--- config.mk ---
export PLATFORM = sky130hd
export DESIGN_NAME = stpe_ctl
export DESIGN_NICKNAME = d
export VERILOG_FILES = /design/src/design/stpe_pkg.sv /design/src/design/stpe_ctl.sv
export SDC_FILE = /design/constraint.sdc
export NUM_CORES = 1
export LEC_CHECK = 0
export BUFFER_PORTS_ARGS = -buffer_cell sky130_fd_sc_hd__buf_2
export CAP_MARGIN = 20
export CORE_AREA = 2 2 51 88
export CTS_CLUSTER_SIZE = 14
export DETAILED_ROUTE_END_ITERATION = 10
export DIE_AREA = 0 0 53 90
export MAX_ROUTING_LAYER = met4
export PLACE_DENSITY_LB_ADDON = 0.25
export RECOVER_POWER = 100
export SYNTH_ARGS = -nofsm -noshare
export SYNTH_HDL_FRONTEND = slang
export SYNTH_SLANG_ARGS = --single-unit
--- constraint.sdc ---
create_clock -name clock -period 3.7 [get_ports clock]
set_clock_uncertainty 0.15 [all_clocks]
set_input_delay 0.37 -clock clock [delete_from_list [all_inputs] [get_ports clock]]
set_output_delay 0.37 -clock clock [all_outputs]
set_load 0.005 [all_outputs]
--- src/design/stpe_pkg.sv ---
// ----------------------------------------------------------------------------
// stpe_pkg: shared definitions for the sine table / polynomial evaluator
// Fixed-point constants, pipeline stage map, side-band types and the
// elaboration-time builders for the sine/cosine table and the Taylor
// coefficients.
// ----------------------------------------------------------------------------
package stpe_pkg;

   // Table points per octant and polynomial length
   localparam int TABLE_BITS   = 3;
   localparam int POLY_TERMS   = 6;
   localparam int TABLE_SIZE   = 1 << TABLE_BITS;
   localparam int SERIES_TERMS = 14;

   // Width of the coarse step index and of its reciprocal estimate
   localparam int N_W     = TABLE_BITS + 8;
   localparam int RECIP_W = TABLE_BITS + 9;

   // Fixed-point constants (Q.60 unless noted)
   localparam logic [63:0]        PI_Q60    = 64'h3243_F6A8_885A_308D;
   localparam logic signed [63:0] ONE_Q60   = 64'sh1000_0000_0000_0000;
   localparam logic [63:0]        ROUND_Q60 = 64'h0800_0000_0000_0000;
   localparam logic [63:0]        STEP56    = PI_Q60 >> (6 + TABLE_BITS);
   localparam logic [63:0]        STEP60    = PI_Q60 >> (2 + TABLE_BITS);
   localparam logic [127:0]       RECIP_WIDE = (128'd1 << 64) / {64'd0, STEP56};
   localparam logic [RECIP_W-1:0] RECIP     = RECIP_WIDE[RECIP_W-1:0];

   // Pipeline stage map
   localparam int RANGE_STAGES   = 6;
   localparam int MUL_STAGES     = 3;
   localparam int HORNER_BASE    = RANGE_STAGES;
   localparam int HORNER_STAGES  = MUL_STAGES * (POLY_TERMS - 1);
   localparam int FINAL_BASE     = HORNER_BASE + HORNER_STAGES;
   localparam int ADD_STAGE      = FINAL_BASE + MUL_STAGES;
   localparam int ABS_STAGE      = ADD_STAGE + 1;
   localparam int ROUND_STAGE    = ABS_STAGE + 1;
   localparam int OUT_STAGE      = ROUND_STAGE + 1;
   localparam int PIPE_STAGES    = OUT_STAGE + 1;
   localparam int SB_LEN         = HORNER_STAGES + MUL_STAGES;

   typedef logic [TABLE_SIZE-1:0][63:0] tab_type;

   // Per-item control that rides along the polynomial stages
   typedef struct packed {
      logic [TABLE_BITS-1:0] idx;
      logic                  is_cos;
      logic                  negative;
   } side_type;

   // Signed-magnitude Q.60 product, rounded half up on the magnitude
   function automatic logic signed [63:0] mul60_f(input logic signed [63:0] a,
                                                  input logic signed [63:0] b);
      logic [63:0]  ua;
      logic [63:0]  ub;
      logic [127:0] p;
      logic [63:0]  r;
      logic         neg;
      neg = a[63] ^ b[63];
      ua  = a[63] ? (64'd0 - a) : a;
      ub  = b[63] ? (64'd0 - b) : b;
      p   = ({64'd0, ua} * {64'd0, ub}) + {64'd0, ROUND_Q60};
      r   = {1'b0, p[122:60]};
      return neg ? (64'd0 - r) : r;
   endfunction

   // Unsigned quotient by shift and subtract; the builders only divide
   // non-negative values
   function automatic logic [63:0] udiv64(input logic [63:0] num,
                                          input logic [63:0] den);
      logic [63:0] quo;
      logic [64:0] rem;
      int          b;
      quo = '0;
      rem = '0;
      for (b = 63; b >= 0; b--) begin
         rem = {rem[63:0], num[b]};
         if (rem >= {1'b0, den}) begin
            rem    = rem - {1'b0, den};
            quo[b] = 1'b1;
         end
      end
      return quo;
   endfunction

   // Sine or cosine of each table angle, by a truncated Taylor series
   function automatic tab_type build_tab(input logic cos_sel);
      tab_type                tab;
      logic signed [63:0]     a;
      logic signed [63:0]     a2;
      logic signed [63:0]     st;
      logic signed [63:0]     ct;
      logic signed [63:0]     s;
      logic signed [63:0]     c;
      logic signed [63:0]     dv_s;
      logic signed [63:0]     dv_c;
      int                     i;
      int                     k;
      tab = '0;
      for (i = 0; i < TABLE_SIZE; i++) begin
         a  = 64'(STEP60 * 64'(i));
         a2 = mul60_f(a, a);
         st = a;
         ct = ONE_Q60;
         s  = a;
         c  = ONE_Q60;
         for (k = 1; k <= SERIES_TERMS; k++) begin
            dv_s = 64'((2 * k) * (2 * k + 1));
            dv_c = 64'((2 * k - 1) * (2 * k));
            st   = signed'(udiv64(mul60_f(st, a2), dv_s));
            ct   = signed'(udiv64(mul60_f(ct, a2), dv_c));
            if ((k & 1) == 1) begin
               s = s - st;
               c = c - ct;
            end else begin
               s = s + st;
               c = c + ct;
            end
         end
         tab[i] = cos_sel ? c : s;
      end
      return tab;
   endfunction

   // Taylor coefficient k of sin (cos_lane = 0) or cos (cos_lane = 1)
   function automatic logic signed [63:0] poly_coef(input logic cos_lane, input int k);
      logic signed [63:0] fact;
      logic signed [63:0] c;
      int                 m;
      fact = 64'sd1;
      for (m = 2; m <= k; m++) begin
         fact = fact * 64'(m);
      end
      c = signed'(udiv64(ONE_Q60, fact));
      if (((k >> 1) & 1) == 1) begin
         c = 64'sd0 - c;
      end
      if ((k & 1) == 1) begin
         return cos_lane ? 64'sd0 : c;
      end
      return cos_lane ? c : 64'sd0;
   endfunction

   localparam tab_type SIN_TAB = build_tab(1'b0);
   localparam tab_type COS_TAB = build_tab(1'b1);

endpackage

--- src/design/stpe_ctl.sv ---
// ----------------------------------------------------------------------------
// stpe_ctl: pipeline valid tracking
// Holds one valid bit per stage and computes per-stage load enables so that
// bubbles close up while the result side is stalled.
// ----------------------------------------------------------------------------
module stpe_ctl (
   input  logic                               clock,
   input  logic                               reset,
   input  logic                               req_valid,
   input  logic                               rsp_stall,
   output logic                               req_stall,
   output logic                               rsp_valid,
   output logic [stpe_pkg::PIPE_STAGES-1:0]   take
);
   import stpe_pkg::*;

   logic [PIPE_STAGES-1:0] vld_ff;
   logic [PIPE_STAGES-1:0] vld_in;

   // A stage may load when the result side is not stalled or any stage at or after it holds a bubble
   for (genvar i = 0; i < PIPE_STAGES; i++) begin : g_take
      assign take[i] = !rsp_stall || !(&vld_ff[PIPE_STAGES-1:i]);
   end

   // Advance valid bits with their data
   always_comb begin
      vld_in[0] = take[0] ? req_valid : vld_ff[0];
      for (int i = 1; i < PIPE_STAGES; i++) begin
         vld_in[i] = take[i] ? vld_ff[i-1] : vld_ff[i];
      end
   end

   always_ff @(posedge clock) begin
      if (reset) begin
         vld_ff <= '0;
      end else begin
         vld_ff <= vld_in;
      end
   end

   assign req_stall = !take[0];
   assign rsp_valid = vld_ff[PIPE_STAGES-1];

   a_stall_full: assert property (@(posedge clock) disable iff (reset)
      req_stall |-> ((&vld_ff) && rsp_stall))
      else $error("input stalled while the pipeline has a bubble");

   a_enter: assert property (@(posedge clock) disable iff (reset)
      (req_valid && !req_stall) |=> vld_ff[0])
      else $error("accepted transfer did not enter the first stage");

   a_drain: assert property (@(posedge clock) disable iff (reset)
      (vld_ff[PIPE_STAGES-1] && !rsp_stall && !vld_ff[PIPE_STAGES-2]) |=> !rsp_valid)
      else $error("result repeated after its transfer");

endmodule

==> flow_summary.yaml <==
min_path:
  worstHoldStart: "req_valid"
  whs_path_depth: 3
  hp-class: "in -> reg"
  hold_end: "vld_ff[0]$_SDFFE_PP0P_"
route:
  post-route-drc-count: 0
  antenna_left: 0
  vias: 1054
  first_pass_iters: 4
  viasPerCell: 4.748
  drt_wl_total_um: 2427
  avgRoutedWirePerCell_um: 10.93
  drtIter0Drc: 14
timing:
  tns_ns: 0
  finalSetupViolations: 0
  fmax_mhz: 333.3
  hold_viol_final: 0
  tightest_slew_ns: 1.316
  holdWs_ns: 0.1865
  setup_slack_ns: 0.6996
  slew_violations: 0
  finalCritPeriodShare_pct: 81.09
  max_slew_margin_pct: 12.26
  period_minus_slack_ns: 3.000
  rsz0062_at_grt: "no"
clock_tree:
  cts_setup_buffers: 0
  cts_tree: "yes"
  clock_sinks: 28
  numCtsBuffers: 3
  clock_path_buffers: 2
  clkTransAtPathRegs_ns: 0.09
  htreeDepth: 1
  hold_buffers: 0
  insertion_delay_ns: 0.26
  cts_root_buffer: "clkbuf_8"
  post_cts_resized: 0
setup_path:
  rr_worst_depth: 5
  cp_max_fo: 9
  path_class: "reg -> out"
  end_kind: "primary output"
  timing.rr.start: "vld_ff[26]$_SDFFE_PP0P_"
  critPathArrivalTime_ns: 2.48
  start_kind: "flop"
  rrSetupSlack_ns: 1.21
  worstPathRequired_ns: 3.18
  cp_slowest_cell: "nor4_1"
  path_cells: "nand3_1 -> nor4_1 -> and4_1 -> and3_1 -> buf_2"
  slowest_delay_ns: 0.81
  r2r-end: "vld_ff[0]$_SDFFE_PP0P_"
power_and_ir_drop:
  power_density_nw_per_um2: 344.9
  seqPwrFrac_pct: 64.2
  clockPowerShare_pct: 33.7
  leakage_nw: 0.4550
  p_switching_uw: 94.68
  p_int_uw: 378.8
  ir_drop_uv: 192.6
  p_comb_share_pct: 2.1
  p_sw_share_pct: 20.00
die:
  die_h_um: 90
  rows: 31
  die-area_sq_um: 4770
  core_sq_um: 4073
  initial_utilization_pct: 28.60
  die_x_um: 53
  io_pins: 34
grt:
  grt_start_max_net_pins: 35
  grt_usage_pct: 11.00
  grt_pass1_vias: 952
  antenna_found_initial: 0
  grt_pass1_wl_um: 4022
  overflow: 0
finish:
  regMostFlops: "vld_ff"
  final_util_pct: 33.70
  num_antenna_cells: 0
  final_area_sq_um: 1373
  top_regs: "vld_ff (28)"
  drive_above_1_share_pct: 18.50
  fin_nets: 179
  largest_reg_flops: 28
  syn_to_final_growth_pct: 17.83
logic_synthesis:
  synth_cell_types: 23
  syn_area_per_cell_sq_um: 8.146
  synth_nets: 147
  yosys_warnings: 0
  yosysSeqAreaShare_pct: 48.12
  netlist_area_sq_um: 1165
  netlist_instances: 143
  synth-seq-cells: 28
placed_design:
  place_area_sq_um: 1361
  gp_congestion: 0.6922
  dp_hpwl_um: 1823
  pre_cts_ws_ns: 1.289
  port_buffers: 33
job:
  max_cap_violations: 0
outcome:
  outcome: "completed"
==> through the flow <==
stage                     power [mW]  instances
after global placement        0.3220        219
after CTS                     0.4830        222
after detailed placement      0.3219        219
after global routing          0.4984        222
final                         0.4735        222
after floorplan               0.3186        143
==> critical path: cells and delay by family, from the launching register on <==
kind	cells	cell delay, ns
simple gates	4	1.72
buf+inv	1	0.10
flops	1	0.40
==> how the worst max path moves through the flow <==
stage,from,endpoint,slack (ns),depth (start not counted)
5_1_grt,vld_ff[27]$_SDFFE_PP0P_,req_stall,0.48,5
3_5_place_dp,rsp_stall,req_stall,1.29,6
4_1_cts,vld_ff[26]$_SDFFE_PP0P_,req_stall,1.08,5
2_1_floorplan,vld_ff[27]$_SDFFE_PP0P_,req_stall,1.76,5
3_3_place_gp,rsp_stall,req_stall,1.33,6
6_report,vld_ff[26]$_SDFFE_PP0P_,req_stall,0.70,5
==> cell usage after synthesis, drive strengths merged <==
cell / count / area share [%]
buf: 1 / 0.97
clkbuf: 5 / 1.6
nor2: 17 / 5.5
nand2b: 4 / 2.1
nor4: 1 / 1.8
nand3: 10 / 4.3
and4: 2 / 1.5
o22ai: 4 / 2.1
nand2: 13 / 4.2
a31oi: 3 / 1.6
dfxtp: 28 / 48
a21oi: 14 / 6.0
inv: 20 / 6.9
o31ai: 2 / 1.3
a41oi: 1 / 0.75
and3: 5 / 2.7
nand3b: 2 / 1.3
and2: 4 / 2.1
o32ai: 1 / 1.4
nand4: 5 / 3.2
nor3: 1 / 0.43
==> layer usage <==
metal / up-vias / wire, um / global-route usage (%)
li1: 544 / - / -
met1: 482 / 975 / 12.50
met2: 26 / 1328 / 18.96
met3: 2 / 105 / 1.495
met4: 0 / 19 / 3.846
met5: - / 0 / -
==> power by group through the flow <==
stage / registers (mW) / clock network, mW / logic [mW]
after global routing: 0.304 / 0.183 / 0.0113
final: 0.304 / 0.160 / 0.00996
after floorplan: 0.311 / 0 / 0.00786
after global placement: 0.311 / 0 / 0.0109
after detailed placement: 0.311 / 0 / 0.0109
after CTS: 0.304 / 0.168 / 0.0109
==> cell usage in the layout, fill, tap and decap left out <==
cell	n
buf_2	26
and2_0	1
nand4_2	1
a21oi_1	14
and3_1	5
nand3_1	10
and4_1	2
nand3b_1	2
nand4_1	4
clkbuf_2	1
nor2_1	17
o32ai_1	1
o22ai_1	4
nor3_1	1
a41oi_1	1
dfxtp_1	28
inv_1	19
inv_6	1
a31oi_1	3
o31ai_1	2
clkbuf_8	3
nor4_1	1
nand2_1	13
clkbuf_1	6
nand2b_1	4
and2_1	3
==> area by class of cell <==
class / instances / area, sq um
Clock buffer: 3 / 41.29
Fill cell: 450 / 2700
Inverter: 20 / 80.08
Multi-Input combinational cell: 89 / 471.7
Sequential cell: 28 / 560.5
Tap cell: 49 / 61.31
Timing Repair Buffer: 33 / 157.7
==> kinds of logic after synthesis <==
kind of cell,after synthesis,synth area share [%]
flip-flops,28,48.12
AND/OR/NAND/NOR,64,29.21
buffers and inverters,26,9.453
AO/OA/AOI/OAI,25,13.21
(Power assumes the default switching activity.)
