[src/design/stpe_pkg.sv]
// ----------------------------------------------------------------------------
// stpe_pkg: shared definitions for the sine table / polynomial evaluator
// Fixed-point constants, pipeline stage map, side-band types and the
// elaboration-time builders for the sine/cosine table and the Taylor
// coefficients.
// ----------------------------------------------------------------------------
package stpe_pkg;

   // Table points per octant and polynomial length
   localparam int TABLE_BITS   = 3;
   localparam int POLY_TERMS   = 6;
   localparam int TABLE_SIZE   = 1 << TABLE_BITS;
   localparam int SERIES_TERMS = 14;

   // Width of the coarse step index and of its reciprocal estimate
   localparam int N_W     = TABLE_BITS + 8;
   localparam int RECIP_W = TABLE_BITS + 9;

   // Fixed-point constants (Q.60 unless noted)
   localparam logic [63:0]        PI_Q60    = 64'h3243_F6A8_885A_308D;
   localparam logic signed [63:0] ONE_Q60   = 64'sh1000_0000_0000_0000;
   localparam logic [63:0]        ROUND_Q60 = 64'h0800_0000_0000_0000;
   localparam logic [63:0]        STEP56    = PI_Q60 >> (6 + TABLE_BITS);
   localparam logic [63:0]        STEP60    = PI_Q60 >> (2 + TABLE_BITS);
   localparam logic [127:0]       RECIP_WIDE = (128'd1 << 64) / {64'd0, STEP56};
   localparam logic [RECIP_W-1:0] RECIP     = RECIP_WIDE[RECIP_W-1:0];

   // Pipeline stage map
   localparam int RANGE_STAGES   = 6;
   localparam int MUL_STAGES     = 3;
   localparam int HORNER_BASE    = RANGE_STAGES;
   localparam int HORNER_STAGES  = MUL_STAGES * (POLY_TERMS - 1);
   localparam int FINAL_BASE     = HORNER_BASE + HORNER_STAGES;
   localparam int ADD_STAGE      = FINAL_BASE + MUL_STAGES;
   localparam int ABS_STAGE      = ADD_STAGE + 1;
   localparam int ROUND_STAGE    = ABS_STAGE + 1;
   localparam int OUT_STAGE      = ROUND_STAGE + 1;
   localparam int PIPE_STAGES    = OUT_STAGE + 1;
   localparam int SB_LEN         = HORNER_STAGES + MUL_STAGES;

   typedef logic [TABLE_SIZE-1:0][63:0] tab_type;

   // Per-item control that rides along the polynomial stages
   typedef struct packed {
      logic [TABLE_BITS-1:0] idx;
      logic                  is_cos;
      logic                  negative;
   } side_type;

   // Signed-magnitude Q.60 product, rounded half up on the magnitude
   function automatic logic signed [63:0] mul60_f(input logic signed [63:0] a,
                                                  input logic signed [63:0] b);
      logic [63:0]  ua;
      logic [63:0]  ub;
      logic [127:0] p;
      logic [63:0]  r;
      logic         neg;
      neg = a[63] ^ b[63];
      ua  = a[63] ? (64'd0 - a) : a;
      ub  = b[63] ? (64'd0 - b) : b;
      p   = ({64'd0, ua} * {64'd0, ub}) + {64'd0, ROUND_Q60};
      r   = {1'b0, p[122:60]};
      return neg ? (64'd0 - r) : r;
   endfunction

   // Unsigned quotient by shift and subtract; the builders only divide
   // non-negative values
   function automatic logic [63:0] udiv64(input logic [63:0] num,
                                          input logic [63:0] den);
      logic [63:0] quo;
      logic [64:0] rem;
      int          b;
      quo = '0;
      rem = '0;
      for (b = 63; b >= 0; b--) begin
         rem = {rem[63:0], num[b]};
         if (rem >= {1'b0, den}) begin
            rem    = rem - {1'b0, den};
            quo[b] = 1'b1;
         end
      end
      return quo;
   endfunction

   // Sine or cosine of each table angle, by a truncated Taylor series
   function automatic tab_type build_tab(input logic cos_sel);
      tab_type                tab;
      logic signed [63:0]     a;
      logic signed [63:0]     a2;
      logic signed [63:0]     st;
      logic signed [63:0]     ct;
      logic signed [63:0]     s;
      logic signed [63:0]     c;
      logic signed [63:0]     dv_s;
      logic signed [63:0]     dv_c;
      int                     i;
      int                     k;
      tab = '0;
      for (i = 0; i < TABLE_SIZE; i++) begin
         a  = 64'(STEP60 * 64'(i));
         a2 = mul60_f(a, a);
         st = a;
         ct = ONE_Q60;
         s  = a;
         c  = ONE_Q60;
         for (k = 1; k <= SERIES_TERMS; k++) begin
            dv_s = 64'((2 * k) * (2 * k + 1));
            dv_c = 64'((2 * k - 1) * (2 * k));
            st   = signed'(udiv64(mul60_f(st, a2), dv_s));
            ct   = signed'(udiv64(mul60_f(ct, a2), dv_c));
            if ((k & 1) == 1) begin
               s = s - st;
               c = c - ct;
            end else begin
               s = s + st;
               c = c + ct;
            end
         end
         tab[i] = cos_sel ? c : s;
      end
      return tab;
   endfunction

   // Taylor coefficient k of sin (cos_lane = 0) or cos (cos_lane = 1)
   function automatic logic signed [63:0] poly_coef(input logic cos_lane, input int k);
      logic signed [63:0] fact;
      logic signed [63:0] c;
      int                 m;
      fact = 64'sd1;
      for (m = 2; m <= k; m++) begin
         fact = fact * 64'(m);
      end
      c = signed'(udiv64(ONE_Q60, fact));
      if (((k >> 1) & 1) == 1) begin
         c = 64'sd0 - c;
      end
      if ((k & 1) == 1) begin
         return cos_lane ? 64'sd0 : c;
      end
      return cos_lane ? c : 64'sd0;
   endfunction

   localparam tab_type SIN_TAB = build_tab(1'b0);
   localparam tab_type COS_TAB = build_tab(1'b1);

endpackage

[src/design/stpe_range.sv]
// ----------------------------------------------------------------------------
// stpe_range: range reduction
// Splits the absolute angle into a coarse step index and a residual angle,
// then picks the table point, the sin/cos choice and the result sign.
// ----------------------------------------------------------------------------
module stpe_range (
   input  logic                               clock,
   input  logic [stpe_pkg::RANGE_STAGES-1:0]  take,
   input  logic signed [31:0]                 angle,
   output logic signed [63:0]                 resid,
   output stpe_pkg::side_type                 side
);
   import stpe_pkg::*;

   logic [31:0]            ax0_ff, ax0_in;
   logic [31:0]            ax1_ff, ax2_ff;
   logic [4:0]             neg_ff;
   logic [N_W-1:0]         q1_ff, q1_in;
   logic [N_W-1:0]         q2_ff, q3_ff;
   logic [63:0]            qs2_ff, qs2_in;
   logic [63:0]            rem3_ff, rem3_in;
   logic [63:0]            rem4_ff, rem4_in;
   logic [N_W-1:0]         n4_ff, n4_in;
   logic signed [63:0]     d5_ff, d5_in;
   side_type               side5_ff, side5_in;
   logic [32+RECIP_W-1:0]  qprod;
   logic [63:0]            f60;
   logic                   ge;
   logic                   s4;
   logic                   s2;
   logic                   s1;

   // Magnitude, quotient estimate, back product, remainder, correction, fold
   always_comb begin
      ax0_in  = angle[31] ? (32'd0 - angle) : angle;
      qprod   = {{RECIP_W{1'b0}}, ax0_ff} * {32'd0, RECIP};
      q1_in   = qprod[32 +: N_W];
      qs2_in  = {{(64-N_W){1'b0}}, q1_ff} * STEP56;
      rem3_in = {ax2_ff, 32'd0} - qs2_ff;
      ge      = rem3_ff >= STEP56;
      n4_in   = ge ? (q3_ff + 1'b1) : q3_ff;
      rem4_in = ge ? (rem3_ff - STEP56) : rem3_ff;
      f60     = rem4_ff << 4;
      s4      = n4_ff[TABLE_BITS];
      s2      = n4_ff[TABLE_BITS+1];
      s1      = n4_ff[TABLE_BITS+2];
      d5_in   = s4 ? (STEP60 - f60) : f60;
      side5_in.idx      = s4 ? ~n4_ff[TABLE_BITS-1:0] : n4_ff[TABLE_BITS-1:0];
      side5_in.is_cos   = s2 ^ s4;
      side5_in.negative = neg_ff[4] ^ s1;
   end

   always_ff @(posedge clock) begin
      if (take[0]) begin
         ax0_ff    <= ax0_in;
         neg_ff[0] <= angle[31];
      end
      if (take[1]) begin
         q1_ff     <= q1_in;
         ax1_ff    <= ax0_ff;
         neg_ff[1] <= neg_ff[0];
      end
      if (take[2]) begin
         qs2_ff    <= qs2_in;
         q2_ff     <= q1_ff;
         ax2_ff    <= ax1_ff;
         neg_ff[2] <= neg_ff[1];
      end
      if (take[3]) begin
         rem3_ff   <= rem3_in;
         q3_ff     <= q2_ff;
         neg_ff[3] <= neg_ff[2];
      end
      if (take[4]) begin
         rem4_ff   <= rem4_in;
         n4_ff     <= n4_in;
         neg_ff[4] <= neg_ff[3];
      end
      if (take[5]) begin
         d5_ff     <= d5_in;
         side5_ff  <= side5_in;
      end
   end

   assign resid = d5_ff;
   assign side  = side5_ff;

endmodule

[config.mk]
export PLATFORM = sky130hd
export DESIGN_NAME = stpe_range
export DESIGN_NICKNAME = d
export VERILOG_FILES = /design/src/design/stpe_pkg.sv /design/src/design/stpe_range.sv
export SDC_FILE = /design/constraint.sdc
export NUM_CORES = 1
export LEC_CHECK = 0
export BUFFER_PORTS_ARGS = -buffer_cell sky130_fd_sc_hd__buf_4
export CAP_MARGIN = 15
export CELL_PAD_IN_SITES_DETAIL_PLACEMENT = 1
export CELL_PAD_IN_SITES_GLOBAL_PLACEMENT = 2
export CORE_MARGIN = 1
export CORE_UTILIZATION = 43
export DETAILED_ROUTE_END_ITERATION = 8
export GPL_ROUTABILITY_DRIVEN = 0
export MAX_ROUTING_LAYER = met4
export PLACE_DENSITY_LB_ADDON = 0.12
export SETUP_SLACK_MARGIN = 0.1
export SYNTH_ARGS = -nofsm -noshare
export SYNTH_HDL_FRONTEND = slang
export SYNTH_SLANG_ARGS = --single-unit
[constraint.sdc]
create_clock -name clock -period 7.75 [get_ports clock]
set_clock_uncertainty 0.05 [all_clocks]
set_input_delay 2.325 -clock clock [delete_from_list [all_inputs] [get_ports clock]]
set_output_delay 2.325 -clock clock [all_outputs]
set_load 0.02 [all_outputs]
==> flow_summary_export.csv <==
group,metric,value,unit
run_status,outcome,"finished, final reports clean",
synth,ys_async_sr_fraction,0,%
drt,drt-vias-per-instance,5.432,
setup_path,r2r-start,"q1_ff[8]$_DFFE_PP_",
cells_and_area,diodes,0,
cells_and_area,drive_gt1_share,6.665,%
synth,synth_edf_count,368,
job,maxCapViolCount,0,
sta,hold_viol,0,
floorplanning,fp-row-count,99,
cells_and_area,stdcell_count,4050,
hold_path,holdPathStages,0,
sta,finalCritPeriodShare,84.57,%
drt,wirelength,85470,um
global_routing,antenna_found_initial,2,
floorplanning,fp.coreArea,72960,um^2
hold_path,worst_hold_path.endpoint,"neg_ff[3]$_DFFE_PP_",
clock_network,cts_setup_buffers,0,
clock_network,worstSkewPairLatency,0.58,ns
setup_path,rr_worst_depth,16,
placed_design,dpl.hpwl,72250,um
sta,slew_headroom,38.74,%
floorplanning,initial_core_util,43.50,%
sta,slew_viol_final,0,
setup_path,cp_max_fo,11,
synth,syn-instance-count,2959,
clock_network,tritoncts,"yes",
drt,dr.first_iter.drc_count,884,
floorplanning,dieArea,74900,um^2
synth,yosysWarningCount,0,
synth,seq_area_frac_synth,34.82,%
sta,setup_tns,0,ns
drt,drc_errors,0,
cells_and_area,areaGrowthSynthToFinish,10.33,%
setup_path,r2r_end,"qs2_ff[62]$_DFFE_PP_",
synth,synth_ff_type,"edfxtp_1",
clock_network,cts_resized,0,
hold_path,worstHoldPathType,"reg2reg",
clock_network,cts_sinks,368,
placed_design,place_inst,3975,
clock_network,holdBufCountCts,0,
sta,tightest_slew,0.9165,ns
synth,syn-cell-area,31740,um^2
cells_and_area,nNetsFinal,3712,
drt,vias,22000,
floorplanning,ioPinCount,108,
global_routing,grt.overflow.total,0,
floorplanning,fp.dieH,273.7,um
setup_path,r2r_slack,1.20,ns
clock_network,clkSlewWorstSetupHoldPaths,0.06,ns
placed_design,io_buffers,101,
setup_path,critical_path.startpoint_type,"flip-flop",
cells_and_area,fillCellCount,7927,
drt,ant_nets,0,
setup_path,worstPathRequired,8.01,ns
sta,finalCriticalPeriod,6.554,ns
drt,firstDrtPassIters,5,
sta,finalSetupViolCount,0,
sta,hold_slack,0.3684,ns
setup_path,cp.arrival,6.81,ns
clock_network,cts-root-buf,"clkbuf_16",
synth,synth_seq_cells,368,
floorplanning,die_w,273.7,um
hold_path,min_from,"neg_ff[2]$_DFFE_PP_",
synth,synth.avg_cell_area,10.73,um^2
global_routing,grtUsageTotal,24.07,%
clock_network,clockBufferDepth,3,
setup_path,crit_type,"reg2reg",
global_routing,grt_pass1_vias,24110,
sta,max_freq,152.6,MHz
global_routing,grt_pass1_wl,135500,um
clock_network,numCtsBuffers,44,
drt,post_drt_wl_per_cell,21.10,um
clock_network,htreeDepth,2,
synth,synth.distinct_cells,64,
sta,rsz0062_at_grt,"no",
global_routing,grt_max_degree,68,
setup_path,end_kind,"flip-flop",
cells_and_area,final_util,47.99,%
[placed cells by master (no fill, tap or decap), types with 21 or more instances in the layout]
| cell type | synthesis | final |
|---|---|---|
| nand3_1 | 58 | 58 |
| a21oi_1 | 141 | 141 |
| nor4_1 | 32 | 32 |
| ha_1 | 347 | 347 |
| edfxtp_1 | 368 | 368 |
| nand2_1 | 144 | 144 |
| a211oi_1 | 23 | 23 |
| o21bai_1 | 21 | 21 |
| a21o_1 | 66 | 66 |
| buf_4 | 7 | 115 |
| nor3_1 | 51 | 51 |
| xor2_1 | 90 | 90 |
| a31oi_1 | 21 | 21 |
| and3_1 | 27 | 27 |
| xnor2_1 | 175 | 175 |
| nand4_1 | 24 | 24 |
| inv_1 | 521 | 521 |
| clkbuf_16 | 0 | 46 |
| nor2_1 | 134 | 134 |
| o211ai_1 | 28 | 28 |
| o21ai_0 | 110 | 109 |
| fa_1 | 264 | 264 |
[flip-flops by register name, indices dropped and copies added, names as in the netlist]
name	flops
n4_ff	6
resid	57
side	5
rem3_ff	60
q1_ff	11
qs2_ff	60
rem4_ff	56
q3_ff	6
neg_ff	5
ax0_ff	32
ax1_ff	32
q2_ff	6
ax2_ff	32
[synth_stat cells, drive strengths merged (9+ instances only)]
cell type,n,share of area [%]
a2111oi,9,0.25
a211oi,23,0.54
a21o,66,1.6
a21oi,141,2.2
a31oi,21,0.41
and2,12,0.24
and3,27,0.53
and4,13,0.36
buf,12,0.22
clkbuf,51,0.60
edfxtp,368,35
fa,264,17
ha,347,14
inv,521,6.2
nand2,144,1.7
nand2b,19,0.37
nand3,58,0.91
nand4,24,0.47
nor2,134,1.6
nor2b,10,0.20
nor3,51,0.80
nor4,32,0.63
o211ai,28,0.66
o21a,16,0.38
o21ai,110,1.7
o21bai,21,0.50
o31ai,19,0.45
o41ai,12,0.38
or2,10,0.20
or3,19,0.39
or4,20,0.52
xnor2,175,4.8
xor2,90,2.5
[metrics by stage]
step / instance area [um^2] / worst slack [ns]
after floorplan: 31760 / 2.140
after global placement: 33560 / 1.329
after detailed placement: 33560 / 1.227
after CTS: 35020 / 1.230
after global routing: 35020 / 0.9129
final: 35020 / 1.196
[per-layer routing]
layer,wire length (um),vias up,GRT usage (%)
li1,-,10430,-
met3,2466,130,2.474
met1,36750,11090,29.03
met4,2660,0,7.365
met5,0,-,-
met2,43590,357,42.19
[cells by family (layout without fill, tap and decap cells)]
group	after synthesis	count (layout)	share of synthesized area, %
adders and majority gates	611	611	30.33
buffers and inverters	584	711	6.990
and+or+nand+nor	596	596	9.521
xor gates and xnor gates	265	265	7.313
AOI/OAI and AO/OA	532	532	10.95
muxes	2	2	0.06308
DFF	368	368	34.82
other	1	6	0.01182
[worst max-delay path by stage]
stage / from / end / slack, ns / depth (start not counted)
6_report: q1_ff[8]$_DFFE_PP_ / qs2_ff[62]$_DFFE_PP_ / 1.20 / 16
5_1_grt: q1_ff[9]$_DFFE_PP_ / qs2_ff[54]$_DFFE_PP_ / 0.91 / 18
4_1_cts: q1_ff[10]$_DFFE_PP_ / qs2_ff[54]$_DFFE_PP_ / 1.23 / 16
3_5_place_dp: q1_ff[10]$_DFFE_PP_ / qs2_ff[54]$_DFFE_PP_ / 1.23 / 16
3_3_place_gp: q1_ff[8]$_DFFE_PP_ / qs2_ff[62]$_DFFE_PP_ / 1.33 / 16
2_1_floorplan: q1_ff[9]$_DFFE_PP_ / qs2_ff[54]$_DFFE_PP_ / 2.14 / 17
[worst max-delay path, stage by stage, from the launching register on]
cell      delay (ns)
edfxtp_1        0.73
ha_1            0.37
inv_1           0.20
fa_1            0.54
inv_1           0.05
fa_1            0.53
fa_1            0.46
fa_1            0.49
ha_1            0.41
a21oi_1         0.27
o211ai_1        0.16
a41o_1          0.26
a41o_1          0.27
a21oi_1         0.68
o21a_1          0.31
a21oi_1         0.08
a211oi_1        0.41
[cell type report]
class	instances	area [um^2]	area share, %
tap	959	1200	3.427
clock inverter	24	289.0	0.8254
timing repair buffer	115	863.3	2.466
multi-input combinational	2012	18490	52.80
sequential	368	11050	31.56
clock buffer	51	1170	3.341
inverter	521	1956	5.585
Power is not shown: default switching activity piles up to over one toggle a cycle in this logic, so the estimate is an artifact.
